**config.mk**
```make
export PLATFORM = sky130hd
export DESIGN_NAME = tiws_addr
export DESIGN_NICKNAME = d
export VERILOG_FILES = /design/src/hdl/assert_macros.svh /design/src/hdl/tiws_pkg.sv /design/src/hdl/tiws_addr.sv
export SDC_FILE = /design/constraint.sdc
export NUM_CORES = 2
export LEC_CHECK = 0
export BUFFER_PORTS_ARGS = -buffer_cell sky130_fd_sc_hd__buf_2
export CORE_MARGIN = 8
export CORE_UTILIZATION = 50
export DETAILED_ROUTE_END_ITERATION = 10
export GPL_ROUTABILITY_DRIVEN = 0
export PLACE_DENSITY_LB_ADDON = 0.2
export SLEW_MARGIN = 20
export SYNTH_ARGS = -nofsm -noshare
export SYNTH_HDL_FRONTEND = slang
export SYNTH_SLANG_ARGS = --single-unit
```
**constraint.sdc**
```tcl
create_clock -name clk_i -period 8.6 [get_ports clk_i]
set_input_delay 1.72 -clock clk_i [delete_from_list [all_inputs] [get_ports clk_i]]
set_output_delay 1.72 -clock clk_i [all_outputs]
set_load 0.02 [all_outputs]
```
**src/hdl/assert_macros.svh**
```systemverilog
// assertion helpers, clocked on clk_i and held off while rst_ni is low
`ifndef ASSERT_MACROS_SVH
`define ASSERT_MACROS_SVH

`ifndef SYNTHESIS

// same-cycle implication
`define ASSERT_IMPLIES(label, ante, cons, msg) \
  label: assert property (@(posedge clk_i) disable iff (!rst_ni) (ante) |-> (cons)) \
    else $error(msg);

// next-cycle implication
`define ASSERT_NEXT(label, ante, cons, msg) \
  label: assert property (@(posedge clk_i) disable iff (!rst_ni) (ante) |=> (cons)) \
    else $error(msg);

`else

`define ASSERT_IMPLIES(label, ante, cons, msg)

`define ASSERT_NEXT(label, ante, cons, msg)

`endif

`endif

```
**src/hdl/tiws_pkg.sv**
```systemverilog
`default_nettype none

package tiws_pkg;

  localparam int unsigned TABLE_ENTRIES = 1024;
  localparam int unsigned FRACTION_BITS = 16;

  // one guard slot below the table, two above
  localparam int unsigned SLOT_COUNT = TABLE_ENTRIES + 3;
  localparam int unsigned BANKS      = 4;
  localparam int unsigned BANK_W     = 2;
  localparam int unsigned ROWS       = (SLOT_COUNT + BANKS - 1) / BANKS;
  localparam int unsigned ROW_W      = $clog2(ROWS);
  localparam int unsigned IDX_W      = $clog2(TABLE_ENTRIES);

  localparam int unsigned ADDR_W     = 11;
  localparam int unsigned DATA_W     = 32;
  localparam int unsigned INV_W      = 31;
  localparam int unsigned CFG_ADDR_W = 4;
  localparam int unsigned FRAC_W     = FRACTION_BITS;

  // input modes
  localparam logic MODE_LOAD = 1'b0;
  localparam logic MODE_EVAL = 1'b1;

  // register indexes
  localparam logic [1:0] REG_START_POINT  = 2'd0;
  localparam logic [1:0] REG_END_POINT    = 2'd1;
  localparam logic [1:0] REG_INVERSE_STEP = 2'd2;

  // scaled position d * inverse_step
  localparam int unsigned POS_W = DATA_W + INV_W;
  localparam int unsigned HI_W  = POS_W - 2 * FRACTION_BITS;

  // differences of samples
  localparam int unsigned G_W    = DATA_W + 1;
  localparam int unsigned HG_W   = DATA_W + 2;
  localparam int unsigned CURV_W = DATA_W + 3;

  // products and sums of the value and slope terms
  localparam int unsigned FCURV_W = CURV_W + FRAC_W;
  localparam int unsigned FHG_W   = HG_W + FRAC_W;
  localparam int unsigned INNER_W = FCURV_W + 1;
  localparam int unsigned BLEND_W = FHG_W + 1;
  localparam int unsigned VPROD_W = INNER_W + FRAC_W;
  localparam int unsigned BLO_W   = BLEND_W / 2;
  localparam int unsigned BHI_W   = BLEND_W - BLO_W;
  localparam int unsigned PLO_W   = BLO_W + INV_W;
  localparam int unsigned PHI_W   = BHI_W + INV_W;
  localparam int unsigned SPROD_W = BLEND_W + INV_W;
  localparam int unsigned SHIFT   = 2 * FRACTION_BITS + 1;
  localparam int unsigned VSUM_W  = VPROD_W - SHIFT + 1;
  localparam int unsigned SLOPE_W = SPROD_W - SHIFT;

  localparam int unsigned PIPE_STAGES = 11;

  typedef struct packed {
    logic [DATA_W-1:0] start_point;
    logic [DATA_W-1:0] end_point;
    logic [INV_W-1:0]  inverse_step;
  } tiws_cfg_t;

  typedef struct packed {
    logic [PIPE_STAGES:1] load;
    logic                 mem_write;
  } tiws_ctrl_t;

endpackage

`default_nettype wire

```
**src/hdl/tiws_addr.sv**
```systemverilog
`default_nettype none

module tiws_addr (
  input  logic                          clk_i,
  input  tiws_pkg::tiws_ctrl_t          ctrl_i,
  input  tiws_pkg::tiws_cfg_t           cfg_i,
  input  logic [tiws_pkg::DATA_W-1:0]   argument_i,
  input  logic [tiws_pkg::ADDR_W-1:0]   entry_address_i,
  input  logic [tiws_pkg::DATA_W-1:0]   entry_data_i,
  output logic [tiws_pkg::IDX_W-1:0]    idx_o,
  output logic [tiws_pkg::FRAC_W-1:0]   frac_o,
  output logic                          clamped_o,
  output logic [tiws_pkg::ADDR_W-1:0]   waddr_o,
  output logic [tiws_pkg::DATA_W-1:0]   wdata_o
);
  import tiws_pkg::*;

  // stage 1: clamp
  logic              arg_lt, arg_gt;
  logic [DATA_W-1:0] pos1_d, pos1_q;
  logic              clamped1_q;
  logic [ADDR_W-1:0] waddr1_q;
  logic [DATA_W-1:0] wdata1_q;

  always_comb begin
    arg_lt = $signed(argument_i) < $signed(cfg_i.start_point);
    arg_gt = $signed(argument_i) > $signed(cfg_i.end_point);
    priority if (arg_lt) begin
      pos1_d = cfg_i.start_point;
    end else if (arg_gt) begin
      pos1_d = cfg_i.end_point;
    end else begin
      pos1_d = argument_i;
    end
  end

  always_ff @(posedge clk_i) begin
    if (ctrl_i.load[1]) begin
      pos1_q     <= pos1_d;
      clamped1_q <= arg_lt | arg_gt;
      waddr1_q   <= entry_address_i;
      wdata1_q   <= entry_data_i;
    end
  end

  // stage 2: distance above start
  logic [DATA_W:0]   diff2;
  logic [DATA_W-1:0] dist2_q;
  logic              neg2_q, clamped2_q;
  logic [ADDR_W-1:0] waddr2_q;
  logic [DATA_W-1:0] wdata2_q;

  assign diff2 = {pos1_q[DATA_W-1], pos1_q}
               - {cfg_i.start_point[DATA_W-1], cfg_i.start_point};

  always_ff @(posedge clk_i) begin
    if (ctrl_i.load[2]) begin
      dist2_q    <= diff2[DATA_W-1:0];
      neg2_q     <= diff2[DATA_W];
      clamped2_q <= clamped1_q;
      waddr2_q   <= waddr1_q;
      wdata2_q   <= wdata1_q;
    end
  end

  // stage 3: scale by the inverse step
  logic [POS_W-1:0]  scaled3_d, scaled3_q;
  logic              neg3_q, clamped3_q;
  logic [ADDR_W-1:0] waddr3_q;
  logic [DATA_W-1:0] wdata3_q;

  assign scaled3_d = POS_W'(dist2_q) * POS_W'(cfg_i.inverse_step);

  always_ff @(posedge clk_i) begin
    if (ctrl_i.load[3]) begin
      scaled3_q  <= scaled3_d;
      neg3_q     <= neg2_q;
      clamped3_q <= clamped2_q;
      waddr3_q   <= waddr2_q;
      wdata3_q   <= wdata2_q;
    end
  end

  // stage 4: index and fraction, zero below start, index saturates at the top
  logic [HI_W-1:0]   hi4;
  logic [IDX_W-1:0]  idx4_d, idx4_q;
  logic [FRAC_W-1:0] frac4_d, frac4_q;
  logic              clamped4_q;
  logic [ADDR_W-1:0] waddr4_q;
  logic [DATA_W-1:0] wdata4_q;

  assign hi4 = scaled3_q[POS_W-1:2*FRACTION_BITS];

  always_comb begin
    priority if (neg3_q) begin
      idx4_d  = '0;
      frac4_d = '0;
    end else if (hi4 > HI_W'(TABLE_ENTRIES - 1)) begin
      idx4_d  = IDX_W'(TABLE_ENTRIES - 1);
      frac4_d = '0;
    end else begin
      idx4_d  = hi4[IDX_W-1:0];
      frac4_d = scaled3_q[2*FRACTION_BITS-1:FRACTION_BITS];
    end
  end

  always_ff @(posedge clk_i) begin
    if (ctrl_i.load[4]) begin
      idx4_q     <= idx4_d;
      frac4_q    <= frac4_d;
      clamped4_q <= clamped3_q;
      waddr4_q   <= waddr3_q;
      wdata4_q   <= wdata3_q;
    end
  end

  assign idx_o     = idx4_q;
  assign frac_o    = frac4_q;
  assign clamped_o = clamped4_q;
  assign waddr_o   = waddr4_q;
  assign wdata_o   = wdata4_q;

endmodule

`default_nettype wire

```
# Yosys cells after proc, flatten, opt, wreduce, memory -nomap -nowiden
# Cells that the tools add are included.
[totals] word_cells=29 out_inout_bits=70 in_bits=183 register_bits=331
[classes] magnitude_cmp=3 bitwise_logic=1 mux=3 addsub=1 mul=1 n_reduce_logical=1
[ops] cell="32-bit two-way mux" count=2
[ops] cell="32-bit by 31-bit multiplier with 63-bit output" count=1
[ops] cell="32-bit by 32-bit subtractor with 33-bit output" count=1
[ops] cell="32-bit > comparator" count=1
[ops] cell="32-bit < comparator" count=1
[ops] cell="31-bit by 10-bit > comparator with 1-bit output (second input constant)" count=1
[ops] cell="10-bit two-way mux" count=1
[ops] cell="2-bit OR reduction" count=1
[ops] cell="1-bit OR" count=1

# Longest topological paths before layout
[depth] depth_word=3 mapped_depth=27 mapped_depth_nobuf=25

# Worst setup path after synthesis
# No wires, ideal clock.
[synth_path] path_type="input to register" startpoint="in cfg_i[8] (netlist bit)" endpoint="reg scaled3_q[53] (data pin)" stages=25 setup_time_ns=0.259 required_ns=8.341 t_arrival_ns=8.247 n_path_buf=2 slack_ns=0.094 path_cell_list="clkbuf_1 > and2_1 > fa_1 > fa_1 > inv_1 > fa_1 > fa_1 > inv_1 > fa_1 > fa_1 > fa_1 > inv_1 > fa_1 > inv_1 > ha_1 > clkbuf_1 > a21oi_1 > o21ai_1 > a21oi_1 > o21ai_0 > a221oi_1 > a21oi_1 > a2111o_1 > a21o_1 > xor2_1"
[synth_between] elab_chain_cells=1
[synth_lines] item="start: declaration" line="tiws_addr.sv:6" rtl="input tiws_pkg::tiws_cfg_t cfg_i,"
[synth_lines] item="32-bit by 31-bit multiplier with 63-bit output" line="tiws_addr.sv:72" rtl="assign scaled3_d = POS_W'(dist2_q) * POS_W'(cfg_i.inverse_step);"
[synth_lines] item="net scaled3_d[53]" line="tiws_addr.sv:67" rtl="logic [POS_W-1:0] scaled3_d, scaled3_q;"
[synth_lines] item="end signal: assignment" line="tiws_addr.sv:76" rtl="scaled3_q <= scaled3_d;"
[synth_lines] item="end: declaration" line="tiws_addr.sv:67"
# The timed path passes the listed nets, and every way through them passes these cells.
# A chain may end at the register's enable or synchronous reset.

# Final worst setup path
[layout_path] startpoint="in cfg_i[7] (netlist bit)" endpoint="reg scaled3_q[48] (data pin)"
# Same word-level chain as after synthesis.

==> results.toml <==
[run_status]
status = "completed"

[yosys]
syn_avg_cell_area_um2 = 10.3
synth_area_um2 = 45500
synth_top_flop_cell = "edfxtp_1"
synthesis.nets = 5820
ys.warnings.count = 0
netlist_instances = 4423
synth_edf_count = 315
async_flop_share = 0
synthDistinctLibCells = 77
synth_seq_cells = 315
ys_seq_area_frac = 0.208

[run]
cap_violations = 0

[timing]
max_clock_freq_ghz = 0.119
fin_crit_ps = 8380
final-hold-violation-count = 0
maxSlewViolCount = 0
clock-skew-final_ps = 34.3
slew_headroom = 0.298
finalCritPeriodShare = 0.975
tightest_slew_ps = 1050
hold_ws_ps = 411
setup_viol = 0

[worst_setup_path]
cp_max_fo = 18
ff2ff_path_depth = 21
critical_path_required_ps = 8860
critPathLaunch = "cfg_i[7]"
ff2ff_setup_slack_ps = 640
r2r-end = "scaled3_q[48]$_DFFE_PP_"
crit_type = "primary input to flop"
cp-end-kind = "flop"
crit_arrival_ps = 8650
r2r-start = "dist2_q[16]$_DFFE_PP_"
cp-start-kind = "primary input"

[floorplanning]
num_rows = 110
io_pins = 253
initial_core_util = 0.505
core_um2 = 90000
fp.dieH_um = 318
die_area_um2 = 101000
die_width_um = 318

[place]
hpwl_mm = 92.7
io_buffers = 244

[hold_path]
min_from = "wdata2_q[19]$_DFFE_PP_"
min_path_type = "flop to flop"
min_to = "wdata3_q[19]$_DFFE_PP_"
hold_depth = 0

[clock_tree]
numClockSinks = 315
cts_buffers = 35
clockBufferDepth = 3
cts_tree = "built"
htree_num_levels = 2
cts_hold_buf = 0
cts-root-buf = "clkbuf_16"
clk_latency_ps = 560
clk_pin_slew_ps = 60

[final_layout]
mostFrequentLayoutCells = "inv_1 (899), fa_1 (864), nand2_1 (549), and2_1 (547), ha_1 (348)"
num-nets-final = 6157
drive_above_1_share = 0.132
syn_to_final_growth_pct = 12.0
final_common_cell = "inv_1"

[global_routing]
grt_first_pass_wirelength_mm = 181
overflow = 0
antenna_found_initial = 1
grt_pass1_vias = 33600
gr-usage-all-layers = 0.221
grt_max_degree = 77

[routing]
wl_mm = 110
detail_route.vias_per_cell = 5.25
antenna_left = 0
firstDrtPassIters = 7
drt-wirelength-per-cell_um = 18.5
drcViolationCount = 0
num_vias = 31300
drtIter0Drc = 1600
-- flip-flops by register name, indices dropped and copies added, names as in the netlist --
signal and flops:
clamped2_q 1, scaled3_q 47, wdata_o 32, dist2_q 32, wdata2_q 32, clamped3_q 1, waddr2_q 11, waddr3_q 11
wdata3_q 32, wdata1_q 32, clamped1_q 1, neg2_q 1, waddr1_q 11, waddr_o 11, idx_o 10, pos1_q 32
clamped_o 1, neg3_q 1, frac_o 16
-- per-layer routing --
| metal | part of all wire | vias to the layer above | track usage |
|---|---|---|---|
| li1 | - | 14400 | - |
| met1 | 0.42 | 16100 | 0.291 |
| met2 | 0.51 | 734 | 0.392 |
| met3 | 0.042 | 152 | 0.0260 |
| met4 | 0.022 | 0 | 0.0508 |
| met5 | 0 | - | 0 |
-- how the worst max path moves through the flow --
| stage | slack, ps | to |
|---|---|---|
| CTS | -10 | scaled3_q[61]$_DFFE_PP_ |
| global route | -20 | scaled3_q[54]$_DFFE_PP_ |
| floorplan | 90 | scaled3_q[53]$_DFFE_PP_ |
| global placement | -490 | scaled3_q[54]$_DFFE_PP_ |
| detailed placement | -550 | scaled3_q[59]$_DFFE_PP_ |
| finish | 220 | scaled3_q[48]$_DFFE_PP_ |
-- cells in the mapped netlist (3+ instances only) --
library cell / instances / share of area
buf_2: 15 / 0.0017
o211ai_1: 10 / 0.0017
a31oi_1: 16 / 0.0022
xnor2_1: 49 / 0.0094
fa_1: 866 / 0.38
xor2_1: 22 / 0.0042
nand3_1: 17 / 0.0019
nor4_1: 8 / 0.0011
o31ai_1: 4 / 0.00066
nor2_1: 56 / 0.0046
nand2b_1: 6 / 0.00083
a21boi_0: 3 / 0.00050
o311ai_0: 35 / 0.0067
a221oi_1: 4 / 0.00077
or2_2: 6 / 0.00083
a21o_1: 70 / 0.012
mux2i_1: 3 / 0.00066
buf_6: 3 / 0.00074
nor2b_1: 12 / 0.0017
o31a_1: 4 / 0.00077
and3_1: 13 / 0.0018
o211ai_2: 4 / 0.0011
a2111o_1: 3 / 0.00074
a211oi_1: 11 / 0.0018
a21oi_1: 99 / 0.011
nor3_1: 29 / 0.0032
ha_1: 348 / 0.096
o21ai_0: 42 / 0.0046
o21ai_1: 6 / 0.00066
inv_1: 899 / 0.074
o311ai_1: 30 / 0.0058
nand2_1: 550 / 0.045
o21a_1: 13 / 0.0021
edfxtp_1: 315 / 0.21
and2_1: 547 / 0.075
nand4_1: 31 / 0.0043
o21bai_1: 13 / 0.0021
clkbuf_1: 212 / 0.018
-- through the flow --
step | instances | setup slack [ps] | setup TNS, ps | instance area (um^2) | util
global placement | 5898 | -495 | -8150 | 49600 | 0.551
finish | 5962 | 216 | 0 | 50900 | 0.565
floorplan | 4423 | 94.5 | 0 | 45500 | -
detailed placement | 5898 | -549 | -9020 | 49600 | 0.551
CTS | 5960 | -12.3 | -12.3 | 50700 | 0.564
global route | 5962 | -18.0 | -18.0 | 50900 | 0.565
-- worst max-delay path, stage by stage --
cell and delay (ps):
clkbuf_4 230, and2_1 240, fa_1 510, fa_1 580, inv_1 70, fa_1 490, fa_1 520, inv_1 50
fa_1 550, fa_1 450, fa_1 540, fa_1 460, ha_1 310, a21o_1 200, nand2_1 70, nand2_1 50
a31o_2 290, or4_1 550, a31oi_1 270, o21ba_2 230, o41ai_1 90, xor2_1 160
-- logic make-up after synthesis --
| kind of cell | after synthesis | synth area share |
|---|---|---|
| AOI/OAI and AO/OA | 400 | 0.0627 |
| xor gates and xnor gates | 71 | 0.0137 |
| adders and majority gates | 1214 | 0.477 |
| buffers and inverters | 1132 | 0.0944 |
| DFF | 315 | 0.208 |
| muxes | 3 | 0.000661 |
| and+or+nand+nor | 1288 | 0.143 |
-- area by class of cell --
cell class	instances	area, um^2
clock inverter	20	240
fill	7949	39100
antenna	1	2.50
timing repair buffer	532	3600
multi-input combinational	2976	31800
tap	1176	1470
clock buffer	42	902
sequential	315	9460
inverter	900	3380
-- timing repair --
item | CTS | global route
gates resized for setup | 1 | 33
pin swaps | 0 | 6
buffers inserted | 0 | 1
endpoints found under the setup margin | 2 | 18
Power is not shown: default switching activity piles up to over one toggle a cycle in this logic, so the estimate is an artifact.
